File: config.mk
export PLATFORM = sky130hd
export DESIGN_NAME = ptw_ctrl
export DESIGN_NICKNAME = d
export VERILOG_FILES = /design/src/hdl/ptw_pkg.sv /design/src/hdl/ptw_ctrl.sv
export SDC_FILE = /design/constraint.sdc
export NUM_CORES = 1
export LEC_CHECK = 0
export BUFFER_PORTS_ARGS = -buffer_cell sky130_fd_sc_hd__buf_4
export CAP_MARGIN = 5
export CORE_AREA = 2 2 39 41
export DETAILED_ROUTE_END_ITERATION = 7
export DIE_AREA = 0 0 41 43
export SETUP_SLACK_MARGIN = 0.02
export SLEW_MARGIN = 20
export SYNTH_ARGS = -nofsm -noshare
export SYNTH_HDL_FRONTEND = slang
export SYNTH_SLANG_ARGS = --single-unit
File: constraint.sdc
create_clock -name clk -period 1.12 [get_ports clk]
set_input_delay 0.056 -clock clk [delete_from_list [all_inputs] [get_ports clk]]
set_output_delay 0.056 -clock clk [all_outputs]
set_load 0.005 [all_outputs]
File: src/hdl/ptw_pkg.sv
// Shared types and constants for the two-level page-table walker.
// No dependencies; every other file in hdl/ except ptw_ram.sv imports this package.
`timescale 1ns / 1ps

package ptw_pkg;

  localparam int PTW_MEM_WORDS = 4096;

  localparam int ENTRY_W = 32;
  localparam int VA_W    = 32;
  localparam int FRAME_W = 20;

  // Entry bit positions
  localparam int BIT_PRESENT = 0;
  localparam int BIT_RW      = 1;
  localparam int BIT_PS      = 7;

  // Item kinds
  localparam logic KIND_STORE = 1'b0;
  localparam logic KIND_XLATE = 1'b1;

  typedef enum logic [1:0] {
    ST_CLEAR,
    ST_IDLE,
    ST_DIR,
    ST_TBL
  } ptw_state_t;

  // Controller to datapath
  typedef struct packed {
    logic clear_en;
    logic accept;
    logic tbl_rd;
    logic res_dir;
    logic res_tbl;
  } ptw_cmd_t;

  // Datapath to controller
  typedef struct packed {
    logic clear_last;
    logic in_valid;
    logic in_kind;
    logic dir_leaf;
    logic out_free;
  } ptw_sts_t;

endpackage

File: src/hdl/ptw_ctrl.sv
// Walk controller: clearing pass, item acceptance and walk sequencing.
// Depends on ptw_pkg for the state enum and command/status structs.
`timescale 1ns / 1ps

module ptw_ctrl import ptw_pkg::*; (
  input  logic     clk,
  input  logic     rst_n,
  input  ptw_sts_t sts,
  output ptw_cmd_t cmd,
  output logic     in_ready
);

  ptw_state_t state_r, state_nxt;

  always_ff @(posedge clk) begin
    if (!rst_n) begin
      state_r <= ST_CLEAR;
    end else begin
      state_r <= state_nxt;
    end
  end

  always_comb begin
    state_nxt = state_r;
    unique case (state_r)
      ST_CLEAR: begin
        if (sts.clear_last) state_nxt = ST_IDLE;
      end
      ST_IDLE: begin
        if (sts.in_valid && sts.in_kind == KIND_XLATE) state_nxt = ST_DIR;
      end
      ST_DIR: begin
        // table read needs no output space; a result waits for it
        priority if (!sts.dir_leaf) state_nxt = ST_TBL;
        else if (sts.out_free)      state_nxt = ST_IDLE;
      end
      ST_TBL: begin
        if (sts.out_free) state_nxt = ST_IDLE;
      end
    endcase
  end

  always_comb begin
    cmd      = '0;
    in_ready = 1'b0;
    unique case (state_r)
      ST_CLEAR: begin
        cmd.clear_en = 1'b1;
      end
      ST_IDLE: begin
        in_ready   = 1'b1;
        cmd.accept = sts.in_valid;
      end
      ST_DIR: begin
        cmd.tbl_rd  = !sts.dir_leaf;
        cmd.res_dir = sts.dir_leaf && sts.out_free;
      end
      ST_TBL: begin
        cmd.res_tbl = sts.out_free;
      end
    endcase
  end

  a_tbl_follows_rd: assert property (@(posedge clk) disable iff (!rst_n)
    cmd.tbl_rd |=> state_r == ST_TBL)
    else $error("table read not followed by table check");

  a_tbl_after_dir: assert property (@(posedge clk) disable iff (!rst_n)
    state_r == ST_TBL |-> $past(state_r) == ST_DIR || $past(state_r) == ST_TBL)
    else $error("table check entered without directory check");

  a_clear_exclusive: assert property (@(posedge clk) disable iff (!rst_n)
    cmd.clear_en |-> !cmd.accept && !cmd.tbl_rd && !in_ready)
    else $error("item activity during clearing pass");

endmodule

# Yosys cells after proc, flatten, opt, wreduce, memory -nomap -nowiden
# Index checks and enable logic that the tools add are counted.
# totals
input_bits	7
output_inout_bits	6
ff_bits	2
word_cells	21
# op_classes
eq_ne	5
n_reduce_logical	5
mux	10
# ops
cell	count
2-bit two-way mux	5
2-bit case mux with 4 select lines	1
2-bit == test (second input constant)	2
1-bit two-way mux	4
2-bit inequality test (second input constant)	2
2-bit by 1-bit == test with 1-bit output (second input constant)	1
1-bit logical AND	2
2-bit zero test	1
2-bit AND reduction	1
1-bit zero test	1

# Logic depth before layout (Yosys ltp)
# Gate-level depths: netlist (run 1).
# depth
depth_word	3
mapped_depth	3
mapped_depth_nobuf	2

# Worst setup path after synthesis (run 1)
# OpenSTA, ideal clock, no wires.
# synth_timing
path_kind	reg2reg
startpoint	reg state_r[1]
endpoint	reg state_r[0]
t_arrival_ns	0.821
path_slack_ns	0.212
setup_ns	0.087
synth_period_minus_slack_ns	0.908
path_stages_with_launch	4
t_required_ns	1.033
path_cell_list	dfxtp_1 -> buf_4 -> and4b_1 -> nor4b_2
# synth_between
elab_chain_len	3
# synth_lines
item	line	text
start, declared	ptw_ctrl.sv:13	ptw_state_t state_r, state_nxt;
start signal, assigned	ptw_ctrl.sv:19	state_r <= state_nxt;
2-bit by 1-bit == test with 1-bit output or 2-bit zero test (tied branches)	ptw_ctrl.sv:25	unique case (state_r)
2-bit inequality test (no source line)	--	
2-bit AND reduction (no source line)	--	
# Several ways; a longest one is shown, not always the timed one.
# A chain may end at the register's enable or synchronous reset.

==> flow_metrics.tcl, run 1 <==
set metrics [dict create \
    status "finished clean" \
    clkTransAtPathRegs_ns 0.03 \
    synth_area_leaders "dfxtp_1 (25%), and4b_1 (13%), nor4b_2 (9.5%), and3_1 (7.9%), and4bb_1 (7.9%)" \
    power_frac_clock_pct 51.1 \
    dieArea_um2 1760 \
    htreeDepth 1 \
    ys_warn_count 0 \
    fin_skew_ns 0.00311 \
    synth_xor_area_share_pct 0 \
    port_buffers 12 \
    netlist.top_cell.by_area "dfxtp_1" \
    reg_top3 "state_r x2" \
    setup_tns_ns 0 \
    max_cap_violations 0 \
    avgSynthCellArea_um2 9.27 \
    grt_overflow 0 \
    insertion_delay_ns 0.23 \
    drt-total-wl_um 477 \
    peakVddDrop_v 0.000226 \
    crit_path_max_fanout 6 \
    fill_cells 169 \
    synthAdderAreaFrac_pct 0 \
    placed_cells 43 \
    largest_reg_flops 2 \
    fin_cells 47 \
    relSlewSlack_pct 86.5 \
    required_ns 1.06 \
    synth-edff-count 0 \
    worstSetupPathType "reg -> out" \
    p_total_uw 318 \
    routedWlPerCell_um 10.1 \
    synth-compound-area-share_pct 10.3 \
    async_flop_share_pct 0 \
    intPower_uw 241 \
    drive_gt1_share_pct 67.7 \
    cpPeakStageDelay_ns 0.35 \
    syn_nets 24 \
    grt_pass1_vias 179 \
    synth_top_area_share_pct 25.4 \
    antenna-diode-count 0 \
    grt_pass1_wl_um 696 \
    crit_slowest_cell "dfxtp_4" \
    fin_crit_ns 1.06 \
    clockBufferDepth 2 \
    antenna_found_initial 0 \
    hold_ws_ns 0.0815 \
    first_pass_iters 1 \
    min_from "rst_n" \
    groute.usage.overall_pct 6.70 \
    synth.ff_latch_count 2 \
    setup_viol 0 \
    final_hold_viol_count 0 \
    worstSetupStartpointType "flop" \
    numCtsBuffers 3 \
    ys.flop_type "dfxtp_1" \
    synth_top_family_by_area "simple AND/OR/NAND/NOR gates" \
    syn_area_um2 158 \
    cp.arrival_ns 1.00 \
    via_count 182 \
    drcViolationCount 0 \
    syn_inst 17 \
    tightest_slew_ns 0.200 \
    swShare_pct 24.2 \
    cts_tree "done" \
    start_util_pct 11.4 \
    crit_start "state_r[0]$_SDFFE_PN0P_" \
    drt_iter0_drc 0 \
    viasPerCell 3.87 \
    regToRegStartpoint "state_r[0]$_SDFFE_PN0P_" \
    comb_power_share_pct 21.7 \
    fmaxAchievable_ghz 0.946 \
    die_y_um 43 \
    crit_buf_inv 1 \
    finalCritPeriodShare_pct 94.4 \
    p_sw_uw 76.8 \
    p_seq_share_pct 27.3 \
    ios 13 \
    endpoint_kind "primary output" \
    rsz0062_at_grt "true" \
    grt_max_degree 11 \
    synth_seq_area_share_pct 25.4 \
    path_delay_family "flip-flops" \
    p_leak_nw 0.146 \
    drv_slew 0 \
    antenna_left 0 \
    path_cells "nor2b_2 > and2_1 > buf_4" \
    synth_common_cells "and3_1 (2), and4b_1 (2), dfxtp_1 (2)" \
    core_um2 1380 \
    cellPowerDensity_nw_per_um2 1080 \
    hold_buffers 0 \
    synth_cell_types 14 \
    cts-root-buf "clkbuf_4" \
    synthMuxAreaShare_pct 0 \
    hold_class "in -> reg" \
    regMostFlops "state_r" \
    area_delta_synth_final_pct 87.3 \
    nets 40 \
    cts_sinks 2 \
    gp_congestion 0.617 \
    die-width_um 41 \
    yosys.area_share.simple_pct 56.3 \
    rows 14 \
]
[metal layers]
metal / share of wire, % / routed length [um] / global-route usage, % / up-vias
met3: 7.3 / 35 / 3.14 / 0
met4: 0 / 0 / 10.0 / 0
li1: - / - / - / 93
met2: 42 / 201 / 7.19 / 9
met1: 50 / 240 / 7.30 / 80
met5: 0 / 0 / 0 / -
[final timing paths]
| path | slack (ns) | endpoint | cells after the start |
|---|---|---|---|
| worst max-delay path | 0.06 | cmd[3] | 3 |
| worst min-delay path | 0.08 | state_r[1]$_SDFFE_PN0P_ | 2 |
| worst max register to register | 0.11 | state_r[0]$_SDFFE_PN0P_ | 3 |
| worst min register to register | 0.63 | state_r[1]$_SDFFE_PN0P_ | 2 |
[timing repair]
action | 4_1_cts | 5_1_grt
setup endpoints to repair | 3 | 2
buffers inserted | 0 | 1
pin swaps | 0 | 0
resized for setup | 2 | 3
[power by group through the flow]
stage | sequential (mW) | clock (mW) | combinational [mW]
floorplan | 0.0786 | 0 | 0.0353
global placement | 0.0880 | 0 | 0.0613
detailed placement | 0.0889 | 0 | 0.0611
CTS | 0.0891 | 0.173 | 0.0613
global route | 0.0878 | 0.187 | 0.0763
finish | 0.0867 | 0.162 | 0.0689
[cells by family after synthesis]
logic type,after synthesis
AND/OR/NAND/NOR,11
flip-flops,2
buffers and inverters,2
AO/OA/AOI/OAI,2
[area by class of cell]
cell class	instances	area, um2	share of cell area [%]
Sequential cell	2	45.0	15.3
Multi-Input combinational cell	13	113	38.1
Timing Repair Buffer	13	95.1	32.2
Tap cell	16	20.0	6.78
Clock buffer	3	22.5	7.63
[worst reg2reg max path, delay by kind of cell, from the launching register on]
kind | cells | cell delay (ns)
and+or+nand+nor | 2 | 0.40
buffers and inverters | 1 | 0.16
DFF | 1 | 0.36
[cells in the final DEF, fill, tap and decap left out, drive strengths merged]
master | synthesis | routed
and4bb | 1 | 1
nor3 | 1 | 1
clkbuf | 0 | 4
nor4b | 1 | 1
a31o | 1 | 1
nor2b | 1 | 1
buf | 2 | 12
nor3b | 1 | 1
nor2 | 1 | 1
dfxtp | 2 | 2
and4b | 2 | 2
o211ai | 1 | 1
and2 | 1 | 1
and3 | 2 | 2
[per-stage QoR]
stage	cell area [um2]	util (%)	worst slack [ns]
finish	295	21.3	0.0632
global route	295	21.3	0.0109
CTS	280	20.3	0.0228
detailed placement	255	18.4	0.112
global placement	255	18.4	0.157
floorplan	158	-	0.212
Power figures use the tool's default switching activity.
==> run 2: changes to the inputs <==
==> constraint.sdc (replaced) <==
create_clock -name clk -period 1.12 [get_ports clk]
set_input_delay 0.056 -clock clk [delete_from_list [all_inputs] [get_ports clk]]
set_output_delay 0.056 -clock clk [all_outputs]
set_load 0.02 [all_outputs]
==> run 2 against run 1 <==
Against the previous run: highest routed layer is now met4; final cell count unchanged; sequential power up 2.8%; worst hold slack worse by 0.0066 ns; first-iteration DRC count up 1; largest power group unchanged.
==> flow_metrics.tcl, run 2 (synthesis gave the netlist of run 1 again) <==
set metrics [dict create \
    drv_slew 0 \
    clkTransAtPathRegs_ns 0.03 \
    fin_skew_ns 0.00289 \
    required_ns 1.06 \
    hold_buffers 0 \
    grt_max_degree 11 \
    peakVddDrop_v 0.000298 \
    core_um2 1380 \
    hold_class "in -> reg" \
    clockBufferDepth 2 \
    via_count 191 \
    start_util_pct 11.4 \
    die_y_um 43 \
    grt_overflow 0 \
    rsz0062_at_grt "true" \
    crit_path_max_fanout 8 \
    area_delta_synth_final_pct 94.4 \
    max_cap_violations 0 \
    final_hold_viol_count 0 \
    layout_commonest_cell "buf_4" \
    fin_area_um2 307 \
    htreeDepth 1 \
    nets 40 \
    worstSetupStartpointType "flop" \
    cellPowerDensity_nw_per_um2 1100 \
    swShare_pct 26.4 \
    reg_top3 "state_r x2" \
    die-width_um 41 \
    fin_ws_ns 0.0618 \
    cp.arrival_ns 1.00 \
    fin_crit_ns 1.06 \
    largest_reg_flops 2 \
    antenna_found_initial 0 \
    port_buffers 12 \
    worstSetupPathType "reg -> out" \
    comb_power_share_pct 25.8 \
    numCtsBuffers 3 \
    rows 14 \
    relSlewSlack_pct 86.3 \
    p_leak_nw 0.150 \
    place_ws_ns 0.0827 \
    grt_pass1_wl_um 641 \
    groute.usage.overall_pct 5.71 \
    regMostFlops "state_r" \
    routedWlPerCell_um 9.32 \
    wl_met1_um 172 \
    viasPerCell 4.06 \
    cts_sinks 2 \
    drive_gt1_share_pct 67.7 \
    intPower_uw 247 \
    drt-total-wl_um 438 \
    met2_length_um 227 \
    most-common-layout-cells "buf_4 (12), clkbuf_4 (3), and4b_1 (2), and3_1 (2)" \
    power_frac_clock_pct 47.6 \
    first_pass_iters 2 \
    fin_util_pct 22.2 \
    tightest_slew_ns 0.203 \
    drcViolationCount 0 \
    p_seq_share_pct 26.5 \
    drt_iter0_drc 1 \
    route.met3.wl_um 23 \
    gp_congestion 0.679 \
    antenna_left 0 \
    setup_tns_ns 0 \
    p_sw_uw 88.6 \
    setup_viol 0 \
    hold_ws_ns 0.0749 \
    grt_pass1_vias 182 \
    cts-root-buf "clkbuf_4" \
    finalCritPeriodShare_pct 94.5 \
    insertion_delay_ns 0.23 \
    endpoint_kind "primary output" \
    maxUsedRoutingLayer "met4" \
    dieArea_um2 1760 \
    fmaxAchievable_ghz 0.945 \
    placed_area_um2 258 \
    status "finished clean" \
    antenna-diode-count 0 \
    cts_tree "done" \
    ios 13 \
]
## run 2: changes by cell type in the layout (fill, tap and decap cells not counted)
cell / previous run / this run
nor2b_4: 0 / 1
clkbuf_2: 1 / 0
buf_6: 0 / 1
nor2b_2: 1 / 0
## run 2: per-layer routing
metal	global-route usage, %	vias up
li1	-	93
met1	7.03	89
met2	7.19	7
met3	0	2
met4	8.00	0
met5	0	-
## run 2: path summary, 6_finish.rpt
| path | startpoint | end | slack, ns | cells past startpoint |
|---|---|---|---|---|
| setup / recovery | state_r[0]$_SDFFE_PN0P_ | cmd[3] | 0.06 | 3 |
| hold / removal | rst_n | state_r[1]$_SDFFE_PN0P_ | 0.07 | 2 |
| setup reg to reg | state_r[1]$_SDFFE_PN0P_ | state_r[0]$_SDFFE_PN0P_ | 0.16 | 2 |
| hold reg to reg | state_r[1]$_SDFFE_PN0P_ | state_r[1]$_SDFFE_PN0P_ | 0.65 | 2 |
## run 2: worst max-delay path, stage by stage (launching register included)
cell and delay (ns):
dfxtp_4 0.37, nor2b_4 0.15, and2_1 0.14, buf_6 0.11
## run 2: stage by stage
stage          cells  total power [mW]
5_1_grt           47             0.357
3_3_place_gp      43             0.166
6_report          47             0.336
4_1_cts           46             0.338
2_1_floorplan     17             0.129
3_5_place_dp      43             0.166
## run 2: cell type report
cell class	count	area [um2]
Fill cell	160	1080
Multi-Input combinational cell	13	118
Timing Repair Buffer	13	101
Sequential cell	2	45.0
Clock buffer	3	22.5
Tap cell	16	20.0
## run 2: power by group through the flow
stage	logic, mW	registers [mW]	clock network (mW)
after floorplan	0.0503	0.0786	0
after global placement	0.0770	0.0885	0
after detailed placement	0.0766	0.0892	0
after CTS	0.0788	0.0893	0.170
after global routing	0.0931	0.0911	0.173
final	0.0868	0.0891	0.160
## run 2: timing repair
action,4_1_cts,5_1_grt
setup buffers,0,1
gates cloned,0,0
gates resized for setup,4,2
endpoints found under the setup margin,5,2
